`src/rtl/core/pvh_pkg.sv`:
```
package pvh_pkg;

  // Linearization table geometry.
  localparam int TABLE_ENTRIES = 11;
  localparam int LIN_IDX_W = $clog2(TABLE_ENTRIES);
  localparam int LIN_X_W = 16 + LIN_IDX_W;
  localparam logic [LIN_IDX_W-1:0] LIN_TOP = LIN_IDX_W'(TABLE_ENTRIES - 1);

  // Field widths.
  localparam int PHASE_W = 4;
  localparam int FLOW_W = 18;
  localparam int TIME_W = 32;
  localparam int ARG_W = 32;
  localparam int REG_W = 16;
  localparam int REG_IDX_W = 3;

  // Configuration register indexes.
  localparam logic [REG_IDX_W-1:0] REG_HOMING_AMP   = 3'd0;
  localparam logic [REG_IDX_W-1:0] REG_RUN_AMP      = 3'd1;
  localparam logic [REG_IDX_W-1:0] REG_HOME_SPEED   = 3'd2;
  localparam logic [REG_IDX_W-1:0] REG_HOMING_ACCEL = 3'd3;
  localparam logic [REG_IDX_W-1:0] REG_RUN_SPEED    = 3'd4;
  localparam logic [REG_IDX_W-1:0] REG_RUN_ACCEL    = 3'd5;
  localparam logic [REG_IDX_W-1:0] REG_STOP_WAIT    = 3'd6;
  localparam logic [REG_IDX_W-1:0] REG_OFFSET_WAIT  = 3'd7;

  // Driver commands.
  typedef enum logic [2:0] {
    CMD_AMP     = 3'd0,
    CMD_SPEED   = 3'd1,
    CMD_ACCEL   = 3'd2,
    CMD_MOVE    = 3'd3,
    CMD_GOTO    = 3'd4,
    CMD_CLEAR   = 3'd5,
    CMD_DISABLE = 3'd6
  } cmd_t;

  // Source of the argument of a result.
  typedef enum logic [3:0] {
    ARG_HOMING_AMP,
    ARG_RUN_AMP,
    ARG_HOME_SPEED,
    ARG_HOMING_ACCEL,
    ARG_RUN_SPEED,
    ARG_RUN_ACCEL,
    ARG_MOVE_STOP,
    ARG_MOVE_OFFSET,
    ARG_ZERO,
    ARG_GOTO
  } arg_sel_t;

  // Move distances in Q16.16 degrees.
  localparam logic [ARG_W-1:0] MOVE_STOP_Q16   = 32'hFFA6_0000;
  localparam logic [ARG_W-1:0] MOVE_OFFSET_Q16 = 32'h001E_0000;

  // Controller to datapath commands.
  typedef struct packed {
    logic                 capture;
    logic                 cap_start;
    logic                 load;
    cmd_t                 cmd;
    arg_sel_t             sel;
    logic                 last;
    logic [PHASE_W-1:0]   phase;
  } ctl_cmd_t;

  // Datapath to controller status.
  typedef struct packed {
    logic opcode;
    logic motor_present;
    logic accept_first;
    logic accept_second;
    logic stop_done;
    logic offset_done;
    logic out_free;
  } dp_sts_t;

  // Q0.16 linearization points, equally spaced over the request range.
  function automatic logic [15:0] lin_point(input logic [LIN_IDX_W-1:0] idx);
    logic [15:0] val;
    case (idx)
      4'd0:    val = 16'd0;
      4'd1:    val = 16'd8192;
      4'd2:    val = 16'd10551;
      4'd3:    val = 16'd12911;
      4'd4:    val = 16'd15204;
      4'd5:    val = 16'd17760;
      4'd6:    val = 16'd20316;
      4'd7:    val = 16'd23462;
      4'd8:    val = 16'd27853;
      4'd9:    val = 16'd35521;
      4'd10:   val = 16'd58982;
      default: val = 16'd0;
    endcase
    return val;
  endfunction

  // Whole number to Q16.16, saturating where it does not fit.
  function automatic logic [ARG_W-1:0] q16_int(input logic [REG_W-1:0] v);
    logic [ARG_W-1:0] res;
    if (v[REG_W-1]) begin
      res = 32'h7FFF_FFFF;
    end else begin
      res = {v, 16'h0000};
    end
    return res;
  endfunction

endpackage

```
`src/rtl/core/pinch_valve_homing_and_position_core.sv`:
```
// A homing step loads its results into the output stage after the decision state; a
// position command first passes the three-stage interpolation and scaling pipeline.
// A beat gives no result, one or two homing results, or one position command result. A new
// input beat is taken only once all results of the last one are loaded; output stalls delay this.
// Reset (rst, synchronous): phase returns to disabled, move start time to zero,
// configuration registers to their defaults; the output stage empties.
module pinch_valve_homing_and_position_core (
  input  logic                          clk,
  input  logic                          rst,
  // Configuration write channel.
  input  logic                          cfg_valid,
  output logic                          cfg_ready,
  input  logic [pvh_pkg::REG_IDX_W-1:0] cfg_index,
  input  logic [pvh_pkg::REG_W-1:0]     cfg_data,
  // Input stream.
  input  logic                          s_axis_tvalid,
  output logic                          s_axis_tready,
  // [17:0] flow_request, [49:18] now_ms, [50] motor_present,
  // [51] accept_first, [52] accept_second, [55:53] zero
  input  logic [55:0]                   s_axis_tdata,
  // [0] opcode
  input  logic [0:0]                    s_axis_tuser,
  // Output stream.
  output logic                          m_axis_tvalid,
  input  logic                          m_axis_tready,
  // [31:0] argument, [35:32] phase_after, [39:36] zero
  output logic [39:0]                   m_axis_tdata,
  // [2:0] command
  output logic [2:0]                    m_axis_tuser,
  output logic                          m_axis_tlast
);
  import pvh_pkg::*;

  ctl_cmd_t           ctl;
  dp_sts_t            sts;
  cmd_t               out_cmd;
  logic [ARG_W-1:0]   out_arg;
  logic [PHASE_W-1:0] out_phase;

  // Registers may be written at any time outside reset.
  assign cfg_ready = !rst;

  pvh_ctrl u_ctrl (
    .clk      (clk),
    .rst      (rst),
    .in_valid (s_axis_tvalid),
    .in_ready (s_axis_tready),
    .sts      (sts),
    .ctl      (ctl)
  );

  pvh_dp u_dp (
    .clk       (clk),
    .rst       (rst),
    .cfg_valid (cfg_valid),
    .cfg_index (cfg_index),
    .cfg_data  (cfg_data),
    .in_opcode (s_axis_tuser[0]),
    .in_flow   (s_axis_tdata[17:0]),
    .in_now    (s_axis_tdata[49:18]),
    .in_motor  (s_axis_tdata[50]),
    .in_acc1   (s_axis_tdata[51]),
    .in_acc2   (s_axis_tdata[52]),
    .ctl       (ctl),
    .sts       (sts),
    .out_ready (m_axis_tready),
    .out_valid (m_axis_tvalid),
    .out_cmd   (out_cmd),
    .out_arg   (out_arg),
    .out_phase (out_phase),
    .out_last  (m_axis_tlast)
  );

  // Pack the result beat.
  assign m_axis_tdata = {4'h0, out_phase, out_arg};
  assign m_axis_tuser = out_cmd;

endmodule

```
`src/rtl/core/pvh_ctrl.sv`:
```
module pvh_ctrl (
  input  logic                clk,
  input  logic                rst,
  input  logic                in_valid,
  output logic                in_ready,
  input  pvh_pkg::dp_sts_t    sts,
  output pvh_pkg::ctl_cmd_t   ctl
);
  import pvh_pkg::*;

  // Homing phases.
  localparam logic [PHASE_W-1:0] PH_DISABLED    = 4'd0;
  localparam logic [PHASE_W-1:0] PH_LOWER_AMP   = 4'd1;
  localparam logic [PHASE_W-1:0] PH_HOME_SPEED  = 4'd2;
  localparam logic [PHASE_W-1:0] PH_MOVE_STOP   = 4'd3;
  localparam logic [PHASE_W-1:0] PH_WAIT_STOP   = 4'd4;
  localparam logic [PHASE_W-1:0] PH_RUN_AMP     = 4'd5;
  localparam logic [PHASE_W-1:0] PH_MOVE_OFFSET = 4'd6;
  localparam logic [PHASE_W-1:0] PH_WAIT_OFFSET = 4'd7;
  localparam logic [PHASE_W-1:0] PH_ZERO_POS    = 4'd8;
  localparam logic [PHASE_W-1:0] PH_RUN_SPEED   = 4'd9;
  localparam logic [PHASE_W-1:0] PH_HOMED       = 4'd10;

  typedef enum logic [2:0] {
    S_IDLE,
    S_DECIDE,
    S_LIN1,
    S_LIN2,
    S_OUT1,
    S_OUT2
  } state_t;

  state_t              state;
  logic [PHASE_W-1:0]  phase;
  logic                two;
  cmd_t                cmd1;
  cmd_t                cmd2;
  arg_sel_t            sel1;
  arg_sel_t            sel2;

  // Decision for the item held in the datapath.
  logic [PHASE_W-1:0]  ph_eff;
  logic [PHASE_W-1:0]  phase_next;
  logic [1:0]          count_next;
  cmd_t                cmd1_next;
  cmd_t                cmd2_next;
  arg_sel_t            sel1_next;
  arg_sel_t            sel2_next;
  logic                start_next;

  assign ph_eff = (phase == PH_DISABLED) ? PH_LOWER_AMP : phase;

  always_comb begin
    phase_next = phase;
    count_next = 2'd0;
    cmd1_next  = CMD_AMP;
    cmd2_next  = CMD_ACCEL;
    sel1_next  = ARG_ZERO;
    sel2_next  = ARG_ZERO;
    start_next = 1'b0;
    if (sts.opcode) begin
      phase_next = PH_DISABLED;
      count_next = 2'd1;
      cmd1_next  = CMD_DISABLE;
    end else if (phase != PH_HOMED) begin
      phase_next = ph_eff;
      case (ph_eff)
        PH_LOWER_AMP: begin
          count_next = 2'd1;
          cmd1_next  = CMD_AMP;
          sel1_next  = ARG_HOMING_AMP;
          if (sts.accept_first) phase_next = PH_HOME_SPEED;
        end
        PH_HOME_SPEED: begin
          count_next = 2'd1;
          cmd1_next  = CMD_SPEED;
          sel1_next  = ARG_HOME_SPEED;
          sel2_next  = ARG_HOMING_ACCEL;
          if (sts.accept_first) begin
            count_next = 2'd2;
            if (sts.accept_second) phase_next = PH_MOVE_STOP;
          end
        end
        PH_MOVE_STOP: begin
          count_next = 2'd1;
          start_next = 1'b1;
          cmd1_next  = CMD_MOVE;
          sel1_next  = ARG_MOVE_STOP;
          if (sts.accept_first) phase_next = PH_WAIT_STOP;
        end
        PH_WAIT_STOP: begin
          if (sts.stop_done) phase_next = PH_RUN_AMP;
        end
        PH_RUN_AMP: begin
          count_next = 2'd1;
          cmd1_next  = CMD_AMP;
          sel1_next  = ARG_RUN_AMP;
          if (sts.accept_first) phase_next = PH_MOVE_OFFSET;
        end
        PH_MOVE_OFFSET: begin
          count_next = 2'd1;
          start_next = 1'b1;
          cmd1_next  = CMD_MOVE;
          sel1_next  = ARG_MOVE_OFFSET;
          if (sts.accept_first) phase_next = PH_WAIT_OFFSET;
        end
        PH_WAIT_OFFSET: begin
          if (sts.offset_done) phase_next = PH_ZERO_POS;
        end
        PH_ZERO_POS: begin
          count_next = 2'd1;
          cmd1_next  = CMD_CLEAR;
          sel1_next  = ARG_ZERO;
          if (sts.accept_first) phase_next = PH_RUN_SPEED;
        end
        PH_RUN_SPEED: begin
          count_next = 2'd1;
          cmd1_next  = CMD_SPEED;
          sel1_next  = ARG_RUN_SPEED;
          sel2_next  = ARG_RUN_ACCEL;
          if (sts.accept_first) begin
            count_next = 2'd2;
            if (sts.accept_second) phase_next = PH_HOMED;
          end
        end
        default: begin
          // Unreachable phase codes leave everything as it is.
          count_next = 2'd0;
        end
      endcase
    end else begin
      count_next = 2'd1;
      cmd1_next  = CMD_GOTO;
      sel1_next  = ARG_GOTO;
    end
  end

  // Handshake and commands to the datapath; nothing is taken during reset.
  assign in_ready = (state == S_IDLE) && !rst;

  always_comb begin
    ctl.capture   = in_valid && in_ready;
    ctl.cap_start = (state == S_DECIDE) && sts.motor_present && start_next;
    ctl.load      = 1'b0;
    ctl.cmd       = cmd1;
    ctl.sel       = sel1;
    ctl.last      = !two;
    ctl.phase     = phase;
    if (state == S_OUT1) begin
      ctl.load = sts.out_free;
    end else if (state == S_OUT2) begin
      ctl.load = sts.out_free;
      ctl.cmd  = cmd2;
      ctl.sel  = sel2;
      ctl.last = 1'b1;
    end
  end

  // Sequencer state, homing phase and the pending results of the item.
  always_ff @(posedge clk) begin
    if (rst) begin
      state <= S_IDLE;
      phase <= PH_DISABLED;
      two   <= 1'b0;
      cmd1  <= CMD_AMP;
      cmd2  <= CMD_ACCEL;
      sel1  <= ARG_ZERO;
      sel2  <= ARG_ZERO;
    end else begin
      unique case (state)
        S_IDLE: begin
          if (in_valid) state <= S_DECIDE;
        end
        S_DECIDE: begin
          if (!sts.motor_present) begin
            state <= S_IDLE;
          end else begin
            phase <= phase_next;
            two   <= (count_next == 2'd2);
            cmd1  <= cmd1_next;
            cmd2  <= cmd2_next;
            sel1  <= sel1_next;
            sel2  <= sel2_next;
            if (count_next == 2'd0) begin
              state <= S_IDLE;
            end else if (sel1_next == ARG_GOTO) begin
              state <= S_LIN1;
            end else begin
              state <= S_OUT1;
            end
          end
        end
        S_LIN1: state <= S_LIN2;
        S_LIN2: state <= S_OUT1;
        S_OUT1: begin
          if (sts.out_free) state <= two ? S_OUT2 : S_IDLE;
        end
        S_OUT2: begin
          if (sts.out_free) state <= S_IDLE;
        end
      endcase
    end
  end

`ifndef ASSERT_OFF
  a_load_free: assert property (@(posedge clk) disable iff (rst)
    ctl.load |-> sts.out_free) else $error("result loaded into a busy output stage");
  a_phase_range: assert property (@(posedge clk) disable iff (rst)
    phase <= PH_HOMED) else $error("homing phase out of range");
  a_last_idle: assert property (@(posedge clk) disable iff (rst)
    (ctl.load && ctl.last) |=> (state == S_IDLE)) else $error("no return to idle after last");
  a_first_more: assert property (@(posedge clk) disable iff (rst)
    (ctl.load && !ctl.last) |=> (state == S_OUT2)) else $error("second result not pending");
  a_disable_phase: assert property (@(posedge clk) disable iff (rst)
    (ctl.load && ctl.cmd == CMD_DISABLE) |-> (ctl.phase == PH_DISABLED))
    else $error("disable without disabled phase");
`endif

endmodule

```
`src/rtl/core/pvh_dp.sv`:
```
module pvh_dp (
  input  logic                          clk,
  input  logic                          rst,
  input  logic                          cfg_valid,
  input  logic [pvh_pkg::REG_IDX_W-1:0] cfg_index,
  input  logic [pvh_pkg::REG_W-1:0]     cfg_data,
  input  logic                          in_opcode,
  input  logic [pvh_pkg::FLOW_W-1:0]    in_flow,
  input  logic [pvh_pkg::TIME_W-1:0]    in_now,
  input  logic                          in_motor,
  input  logic                          in_acc1,
  input  logic                          in_acc2,
  input  pvh_pkg::ctl_cmd_t             ctl,
  output pvh_pkg::dp_sts_t              sts,
  input  logic                          out_ready,
  output logic                          out_valid,
  output pvh_pkg::cmd_t                 out_cmd,
  output logic [pvh_pkg::ARG_W-1:0]     out_arg,
  output logic [pvh_pkg::PHASE_W-1:0]   out_phase,
  output logic                          out_last
);
  import pvh_pkg::*;

  // Configuration registers.
  logic [REG_W-1:0] homing_amp;
  logic [REG_W-1:0] run_amp;
  logic [REG_W-1:0] home_speed;
  logic [REG_W-1:0] homing_accel;
  logic [REG_W-1:0] run_speed;
  logic [REG_W-1:0] run_accel;
  logic [REG_W-1:0] stop_wait;
  logic [REG_W-1:0] offset_wait;

  always_ff @(posedge clk) begin
    if (rst) begin
      homing_amp   <= 16'd6554;
      run_amp      <= 16'd16384;
      home_speed   <= 16'd60;
      homing_accel <= 16'd600;
      run_speed    <= 16'd2000;
      run_accel    <= 16'd40000;
      stop_wait    <= 16'd3000;
      offset_wait  <= 16'd2000;
    end else if (cfg_valid) begin
      unique case (cfg_index)
        REG_HOMING_AMP:   homing_amp   <= cfg_data;
        REG_RUN_AMP:      run_amp      <= cfg_data;
        REG_HOME_SPEED:   home_speed   <= cfg_data;
        REG_HOMING_ACCEL: homing_accel <= cfg_data;
        REG_RUN_SPEED:    run_speed    <= cfg_data;
        REG_RUN_ACCEL:    run_accel    <= cfg_data;
        REG_STOP_WAIT:    stop_wait    <= cfg_data;
        REG_OFFSET_WAIT:  offset_wait  <= cfg_data;
      endcase
    end
  end

  // Held input beat.
  logic               item_opcode;
  logic [FLOW_W-1:0]  item_flow;
  logic [TIME_W-1:0]  item_now;
  logic               item_motor;
  logic               item_acc1;
  logic               item_acc2;

  always_ff @(posedge clk) begin
    if (ctl.capture) begin
      item_opcode <= in_opcode;
      item_flow   <= in_flow;
      item_now    <= in_now;
      item_motor  <= in_motor;
      item_acc1   <= in_acc1;
      item_acc2   <= in_acc2;
    end
  end

  // Start time of the last homing move.
  logic [TIME_W-1:0] move_start;

  always_ff @(posedge clk) begin
    if (rst) begin
      move_start <= '0;
    end else if (ctl.cap_start) begin
      move_start <= item_now;
    end
  end

  // Elapsed time since the move started, wrapping modulo 2^32.
  logic [TIME_W-1:0] elapsed;
  assign elapsed = item_now - move_start;

  // Linearization, stage one: clamp, scale, segment lookup.
  logic [16:0]            flow_clamp;
  logic [LIN_X_W-1:0]     lin_x;
  logic [LIN_IDX_W-1:0]   seg;
  logic                   seg_top;
  logic [15:0]            pt_lo;
  logic [15:0]            pt_hi;
  logic [15:0]            s1_a;
  logic signed [16:0]     s1_diff;
  logic [15:0]            s1_f;

  always_comb begin
    if (item_flow[FLOW_W-1]) begin
      flow_clamp = '0;
    end else if (item_flow[16:0] > 17'd65536) begin
      flow_clamp = 17'd65536;
    end else begin
      flow_clamp = item_flow[16:0];
    end
  end

  assign lin_x   = LIN_X_W'(flow_clamp * LIN_X_W'(TABLE_ENTRIES - 1));
  assign seg     = lin_x[LIN_X_W-1:16];
  assign seg_top = (seg >= LIN_TOP);
  assign pt_lo   = lin_point(seg_top ? LIN_TOP : seg);
  assign pt_hi   = lin_point(seg_top ? LIN_TOP : seg + LIN_IDX_W'(1));

  always_ff @(posedge clk) begin
    s1_a    <= pt_lo;
    s1_diff <= seg_top ? 17'sd0 : ($signed({1'b0, pt_hi}) - $signed({1'b0, pt_lo}));
    s1_f    <= lin_x[15:0];
  end

  // Stage two: interpolate in Q0.32 and clamp.
  logic signed [33:0] s2_prod;
  logic signed [34:0] s2_sum;
  logic [31:0]        s2_lin;

  assign s2_prod = $signed({1'b0, s1_f}) * s1_diff;
  assign s2_sum  = $signed({3'b000, s1_a, 16'h0000}) + 35'(s2_prod);

  always_ff @(posedge clk) begin
    if (s2_sum < 0) begin
      s2_lin <= '0;
    end else if (s2_sum > 35'sh0_FFFF_FFFF) begin
      s2_lin <= 32'hFFFF_FFFF;
    end else begin
      s2_lin <= s2_sum[31:0];
    end
  end

  // Stage three: 45 degrees times the complement, rounded half up.
  logic [32:0]      s3_rem;
  logic [38:0]      s3_num;
  logic [ARG_W-1:0] goto_arg;

  assign s3_rem = 33'h1_0000_0000 - {1'b0, s2_lin};
  assign s3_num = 39'(s3_rem * 39'd45) + 39'd32768;

  always_ff @(posedge clk) begin
    goto_arg <= {9'd0, s3_num[38:16]};
  end

  // Argument of the result being loaded.
  logic [ARG_W-1:0] arg_mux;

  always_comb begin
    case (ctl.sel)
      ARG_HOMING_AMP:   arg_mux = {16'h0000, homing_amp};
      ARG_RUN_AMP:      arg_mux = {16'h0000, run_amp};
      ARG_HOME_SPEED:   arg_mux = q16_int(home_speed);
      ARG_HOMING_ACCEL: arg_mux = q16_int(homing_accel);
      ARG_RUN_SPEED:    arg_mux = q16_int(run_speed);
      ARG_RUN_ACCEL:    arg_mux = q16_int(run_accel);
      ARG_MOVE_STOP:    arg_mux = MOVE_STOP_Q16;
      ARG_MOVE_OFFSET:  arg_mux = MOVE_OFFSET_Q16;
      ARG_GOTO:         arg_mux = goto_arg;
      default:          arg_mux = '0;
    endcase
  end

  // Output stage.
  always_ff @(posedge clk) begin
    if (rst) begin
      out_valid <= 1'b0;
    end else if (ctl.load) begin
      out_valid <= 1'b1;
    end else if (out_ready) begin
      out_valid <= 1'b0;
    end
  end

  always_ff @(posedge clk) begin
    if (ctl.load) begin
      out_cmd   <= ctl.cmd;
      out_arg   <= arg_mux;
      out_phase <= ctl.phase;
      out_last  <= ctl.last;
    end
  end

  // Status to the controller.
  always_comb begin
    sts.opcode        = item_opcode;
    sts.motor_present = item_motor;
    sts.accept_first  = item_acc1;
    sts.accept_second = item_acc2;
    sts.stop_done     = (elapsed >= {16'h0000, stop_wait});
    sts.offset_done   = (elapsed >= {16'h0000, offset_wait});
    sts.out_free      = !out_valid || out_ready;
  end

endmodule
```
`config.mk`:
```
export PLATFORM = sky130hd
export DESIGN_NAME = pinch_valve_homing_and_position_core
export DESIGN_NICKNAME = d
export VERILOG_FILES = /design/src/rtl/core/pvh_pkg.sv /design/src/rtl/core/pinch_valve_homing_and_position_core.sv /design/src/rtl/core/pvh_ctrl.sv /design/src/rtl/core/pvh_dp.sv
export SDC_FILE = /design/constraint.sdc
export NUM_CORES = 2
export LEC_CHECK = 0
export ABC_CLOCK_PERIOD_IN_PS = 8200
export BUFFER_PORTS_ARGS = -buffer_cell sky130_fd_sc_hd__buf_2
export CAP_MARGIN = 20
export CORE_MARGIN = 2
export CORE_UTILIZATION = 59
export CTS_BUF_LIST = sky130_fd_sc_hd__clkbuf_8
export DETAILED_ROUTE_END_ITERATION = 6
export HOLD_SLACK_MARGIN = 0.06
export PLACE_DENSITY = 0.91
export REMOVE_ABC_BUFFERS = 1
export SLEW_MARGIN = 40
export SYNTH_ARGS = -nofsm -noshare
export SYNTH_HDL_FRONTEND = slang
export SYNTH_SLANG_ARGS = --single-unit
```
`constraint.sdc`:
```
create_clock -name clk -period 8.2 [get_ports clk]
set_input_delay 0.41 -clock clk [delete_from_list [all_inputs] [get_ports clk]]
set_output_delay 0.41 -clock clk [all_outputs]
set_load 0.05 [all_outputs]
```
* Word-level counts from Yosys, hierarchy flattened
Memories as Yosys holds them, arrays and structs flattened.
Index checks and enable logic that the tools add are counted.
** Storage, ports and cells
- Register bits after elaboration :: 377
- Memory bits (read-only) :: 512
- Input bits :: 81
- Output and inout port bits :: 47
- Logic and storage cells :: 166
- Memories :: 2
** Operators by class
- Add/sub/neg operators :: 6
- $mul :: 3
- Magnitude comparators :: 6
- Equality and inequality tests :: 35
- Mux-type cells :: 54
- Reductions and logical operators :: 29
** Memories
- (no name shown) :: words 16, width 16, read ports 1, clocked after Yosys merged registers in 0, wr ports 0, line pvh_pkg.sv:81 : case (idx)
- (no name shown) :: words 16, width 16, read ports 1, clocked after Yosys merged registers in 0, wr ports 0, line pvh_pkg.sv:81
** Operators with widths (count)
- one-hot mux 32 bit (9 select lines) :: 1
- two-way mux 31 bit :: 4
- two-way mux 4 bit :: 20
- >= comparator 32 x 16 -> 1 bit :: 2
- adder 39 x 16 -> 39 bit, second input constant :: 1
- multiplier 33 x 6 -> 39 bit, second input constant :: 1
- one-hot mux 4 bit (9 select lines) :: 1
- adder 33 x 34 -> 35 bit :: 1
- greater-than comparator 35 x 33 -> 1 bit, second input constant :: 1
- < comparator 35 x 1 -> 1 bit, second input constant :: 1
- two-way mux 17 bit :: 2
- multiplier 16 x 17 -> 33 bit :: 1
- subtractor 33 x 32 -> 33 bit, first input constant :: 1
- equality test 4 x 3 -> 1 bit, second input constant :: 8
- two-way mux 32 bit :: 1
- subtractor 32 bit :: 1
- two-way mux 3 bit :: 9
- one-hot mux 4 bit (6 select lines) :: 1
- multiplier 17 x 3 -> 19 bit, second input constant :: 1
- equality test 3 bit, second input constant :: 6
- one-hot mux 3 bit (6 select lines) :: 1
- AND reduction 2 bit :: 9
- greater-than comparator 17 bit, second input constant :: 1
- subtractor 16 x 16 -> 17 bit :: 1
- other kinds (28) :: 57

* Longest topological paths before layout
- Depth in word-level cells :: 11
- Gate-level depth with buffers :: 37
- Depth with buffers taken out :: 36

* By module
A second synthesis with hierarchy kept.
** Second synthesis, totals
- Cells, all modules :: 3591
- Area total of the unflattened synthesis :: 32536.2 um^2
** Modules (own cells, without submodules)
- pvh_dp :: instances 1, cells an instance 3435, area an instance 31295.0 um^2, seq. area each 8107.8 um^2
- pvh_ctrl :: instances 1, cells an instance 150, area an instance 1203.7 um^2, seq. area each 380.4 um^2
- pinch_valve_homing_and_position_core :: instances 1, cells an instance 6, area an instance 37.5 um^2, seq. area each 0.0 um^2

* Worst setup path after synthesis
Ideal clock, no wire load.
- Path kind :: register to register
- Start :: register u_dp.s1_f[10]
- End :: register u_dp.s2_lin[21]
- Setup time :: 123 ps
- Arrival :: 8105 ps
- Required time :: 8077 ps
- Path slack :: -28 ps
- Cell stages (with the launch flop) :: 33
- Path buffers :: 3
- Clock period less this slack :: 8228 ps
- Cells stage by stage :: dfxtp_1 clkbuf_1 clkbuf_1 nand2_1 fa_1 fa_1 inv_1 fa_1 fa_1 fa_1 inv_1 fa_1 inv_1 ha_1 a21o_1 a21oi_1 a22o_1 a21oi_1 o22ai_1 o21bai_1 a21oi_1 xnor2_1 ha_1 or4_1 o21ai_0 a211oi_1 o21a_1 o21ai_0 a21oi_1 or3_1 o211ai_2 buf_4 o21ai_0
** On the way
- Longest elaborated chain between the ends :: 4
- Elaborated cells on any way between the ends :: 5
- Classes of those cells :: add/sub: 1; mul: 1; order compare: 2; mux: 1
** Ends and longest elaborated chain
- start: declaration :: line pvh_dp.sv:101 : logic [15:0] s1_f;
- start signal: assignment :: line pvh_dp.sv:122 : s1_f <= lin_x[15:0];
- multiplier 16 x 17 -> 33 bit (*) :: line pvh_dp.sv:130 : assign s2_prod = $signed({1'b0, s1_f}) * s1_diff;
- adder 33 x 34 -> 35 bit (*) :: line pvh_dp.sv:131 : assign s2_sum = $signed({3'b000, s1_a, 16'h0000}) + 35'(s2_prod);
- greater-than comparator 35 x 33 -> 1 bit :: line pvh_dp.sv:136 : end else if (s2_sum > 35'sh0_FFFF_FFFF) begin
- two-way mux 32 bit :: line pvh_dp.sv:136
- end signal: assignment :: line pvh_dp.sv:139 : s2_lin <= s2_sum[31:0];
- end: declaration :: line pvh_dp.sv:128 : logic [31:0] s2_lin;
Mark *: on every way between the ends. The rest lies on a longest branch, timed or not.
A chain may end at the register's enable or synchronous reset.

* Worst setup path in the final report
- Start :: register u_dp.s1_f[6]
- End :: register u_dp.s2_lin[7]
Same word-level chain as after synthesis.

==> impl_metrics.tcl <==
set metrics [dict create \
    setup_violations 32 \
    routed_wl_um 107000 \
    ys_seq_area_frac 0.260 \
    postSynthCellCount 3679 \
    cts_made_buffers 61 \
    violations "design-rule violations, negative setup slack" \
    required_ps 8800 \
    fin_util 0.695 \
    reg2reg_depth 34 \
    synth_edf_count 94 \
    syn_area_um2 32600 \
    ys_async_sr_fraction 0 \
    yosysTopAreaCell "fa_1" \
    cpPeakStageDelay_ps 670 \
    holdPathStages 3 \
    die_area_um2 57200 \
    clock-sinks 377 \
    vias_per_cell 6.35 \
    hold_slack_ps 72.3 \
    cts-root-buf "clkbuf_8" \
    design_area_um2 38100 \
    fin_crit_ps 8970 \
    drt_iter0_markers 4303 \
    portBuffers 120 \
    drive_gt1_frac 0.162 \
    cts.clk_slew.worst_paths_ps 80 \
    fmax_mhz 111 \
    die_w_um 239 \
    rrSetupSlack_ps -770 \
    reg2reg_to "u_dp.s2_lin[7]$_SDFF_PN0_" \
    drc 268 \
    outcome "finished, violations left" \
    slew_viol_final 0 \
    grt_pass1_vias 29200 \
    row_count 86 \
    antenna_found_initial 1 \
    relSlewSlack 0.421 \
    final_hold_viol_count 0 \
    worstSetupEndpointType "flip-flop" \
    holdPathEnd "u_dp.offset_wait[3]$_SDFFE_PP0P_" \
    worstHoldStart "cfg_data[3]" \
    maxCapViolCount 0 \
    postRouteAntennaNets 0 \
    post_drt_wl_per_cell_um 22.5 \
    min_period_over_period 1.09 \
    place_area_um2 34900 \
    arrival_ps 9570 \
    hp-class "in -> reg" \
    r2r-start "u_dp.s1_f[6]$_DFF_P_" \
    area_delta_synth_final_pct 16.8 \
    grt_pass1_wl_um 144000 \
    clock_skew_ps 42.5 \
    clock_latency_ps 750 \
    track_usage 0.314 \
    cts_max_path_buffers 3 \
    synthTopCellsByArea "fa_1, dfxtp_1, ha_1, edfxtp_1, nand2_1" \
    yosys.cell_types.count 90 \
    synth_warnings 0 \
    layout.nets 4722 \
    worst_pin_slew_ps 866 \
    crit_path_top_delay_cell "fa_1" \
    path_class "reg -> reg" \
    yosys.area.top_type_share 0.199 \
    globalRoute.totalOverflow 0 \
    synth_ff_type "dfxtp_1" \
    cts_tree "done" \
    hpwl_um 63100 \
    startpoint_type "flip-flop" \
    num_vias 30200 \
    ys_ff_latch 377 \
    rsz0062_at_grt "yes" \
    finalWorstSetupSlack_ps -769 \
    initial_core_util 0.595 \
    core-area_um2 54900 \
    die_y_um 239 \
    place.gp.congestion 0.944 \
    grt_max_degree 55 \
    synth_area_per_cell_um2 8.87 \
    htree_levels 2 \
    first_pass_iters 7 \
    num_io_pins 128 \
    path_max_fanout 9 \
]
## worst max-delay path by stage
| stage | startpoint | endpoint | slack, ps | cells after the start |
|---|---|---|---|---|
| 2_1_floorplan | u_dp.s1_f[13]$_DFF_P_ | u_dp.s2_lin[30]$_SDFF_PN0_ | 130 | 30 |
| 3_3_place_gp | u_dp.s1_diff[5]$_SDFF_PP0_ | u_dp.s2_lin[28]$_SDFF_PN0_ | -230 | 35 |
| 3_5_place_dp | u_dp.s1_diff[6]$_SDFF_PP0_ | u_dp.s2_lin[18]$_SDFF_PN0_ | -430 | 31 |
| 4_1_cts | u_dp.s1_diff[0]$_SDFF_PP0_ | u_dp.s2_lin[12]$_SDFF_PN0_ | 4 | 34 |
| 5_1_grt | u_dp.s1_f[6]$_DFF_P_ | u_dp.s2_lin[5]$_SDFF_PN0_ | -920 | 34 |
| 6_report | u_dp.s1_f[6]$_DFF_P_ | u_dp.s2_lin[7]$_SDFF_PN0_ | -770 | 34 |
## Yosys cell counts (20+ instances only)
library cell,n
o21a_1,20
and2_1,153
nand2_1,580
a31oi_1,25
edfxtp_1,94
inv_1,476
o211ai_1,30
o21ai_0,141
nand4_1,22
a21o_1,39
clkbuf_1,118
xnor2_1,104
and3_1,20
nand3_1,74
a21oi_1,276
ha_1,326
fa_1,324
nor4_1,22
dfxtp_1,283
nor2b_1,26
nor3_1,50
nand2b_1,31
nor2_1,132
xor2_1,44
## layout make-up
class                      instances  area (um^2)
sequential                       377         8570
clock buffer                      68          936
clock inverter                    45          300
fill                            3522        16700
inverter                         479         1800
timing repair buffer             398         3050
tap                              704          881
multi-input combinational       2674        22600
antenna                            2         5.00
## sequential cells by signal, summed over array words and instances (netlist names), 4 cells and up
signal             count
u_dp.item_now         32
u_dp.move_start       32
u_dp.out_arg          32
u_dp.s2_lin           32
u_dp.goto_arg         23
u_dp.item_flow        18
u_dp.s1_diff          17
u_dp.home_speed       16
u_dp.homing_accel     16
u_dp.homing_amp       16
u_dp.offset_wait      16
u_dp.run_accel        16
u_dp.run_amp          16
u_dp.run_speed        16
u_dp.s1_a             16
u_dp.stop_wait        16
u_dp.s1_f             15
u_ctrl.phase           4
u_ctrl.sel1            4
u_ctrl.sel2            4
u_dp.out_phase         4
## kinds of logic (layout without fill, tap and decap cells)
kind of cell | Yosys count | in the layout | share of synthesized area
xor+xnor | 149 | 149 | 0.0402
compound gates | 687 | 687 | 0.131
fa+ha+maj | 650 | 650 | 0.324
buf+inv | 631 | 990 | 0.0744
other cells | 1 | 6 | 0.000115
mux | 10 | 10 | 0.00310
flops | 377 | 377 | 0.260
simple gates | 1174 | 1174 | 0.168
## layout by cell type, fill, tap and decap left out, types with 39 or more instances in the layout
master / count
a21oi_1: 258
nand3_1: 72
dfxtp_1: 255
fa_1: 311
clkbuf_8: 68
xor2_1: 43
xnor2_1: 98
nor2_1: 119
inv_1: 472
nand2_1: 567
buf_4: 186
buf_2: 119
a21o_1: 39
o21ai_0: 114
ha_1: 306
dlygate4sd3_1: 66
edfxtp_1: 94
nor3_1: 48
and2_1: 140
## stage by stage
stage | setup slack [ps] | instances | setup TNS, ps
after floorplan | 134 | 3530 | 0
after global placement | -228 | 4518 | -3840
after detailed placement | -433 | 4521 | -8920
after CTS | 3.63 | 4711 | 0
after global routing | -921 | 4745 | -27200
final | -769 | 4747 | -21680
## critical path, delay by kind of cell, from the launching register on
family	cells	cell delay (ps)
xor gates and xnor gates	1	160
and+or+nand+nor	3	370
AOI/OAI and AO/OA	13	2710
adders and majority gates	8	3960
DFF	1	400
buffers and inverters	9	1200
## what timing repair did
item / CTS / global route
hold buffers: 66 / 0
pin swaps: 26 / 127
hold endpoints to repair: 103 / 0
gates cloned: 2 / 0
gates resized for setup: 72 / 223
endpoints found under the setup margin: 32 / 39
buffers inserted: 9 / 34
## per-layer routing
metal / vias up / share of wire / track usage
li1: 12800 / - / -
met3: 907 / 0.12 / 0.0566
met1: 13900 / 0.32 / 0.357
met5: - / 0.00060 / 0.00173
met2: 2474 / 0.46 / 0.543
met4: 4 / 0.10 / 0.203
Power is left out: the tool's default activity adds up to more than one toggle a clock period on the data nets, which glitch-free logic cannot reach.
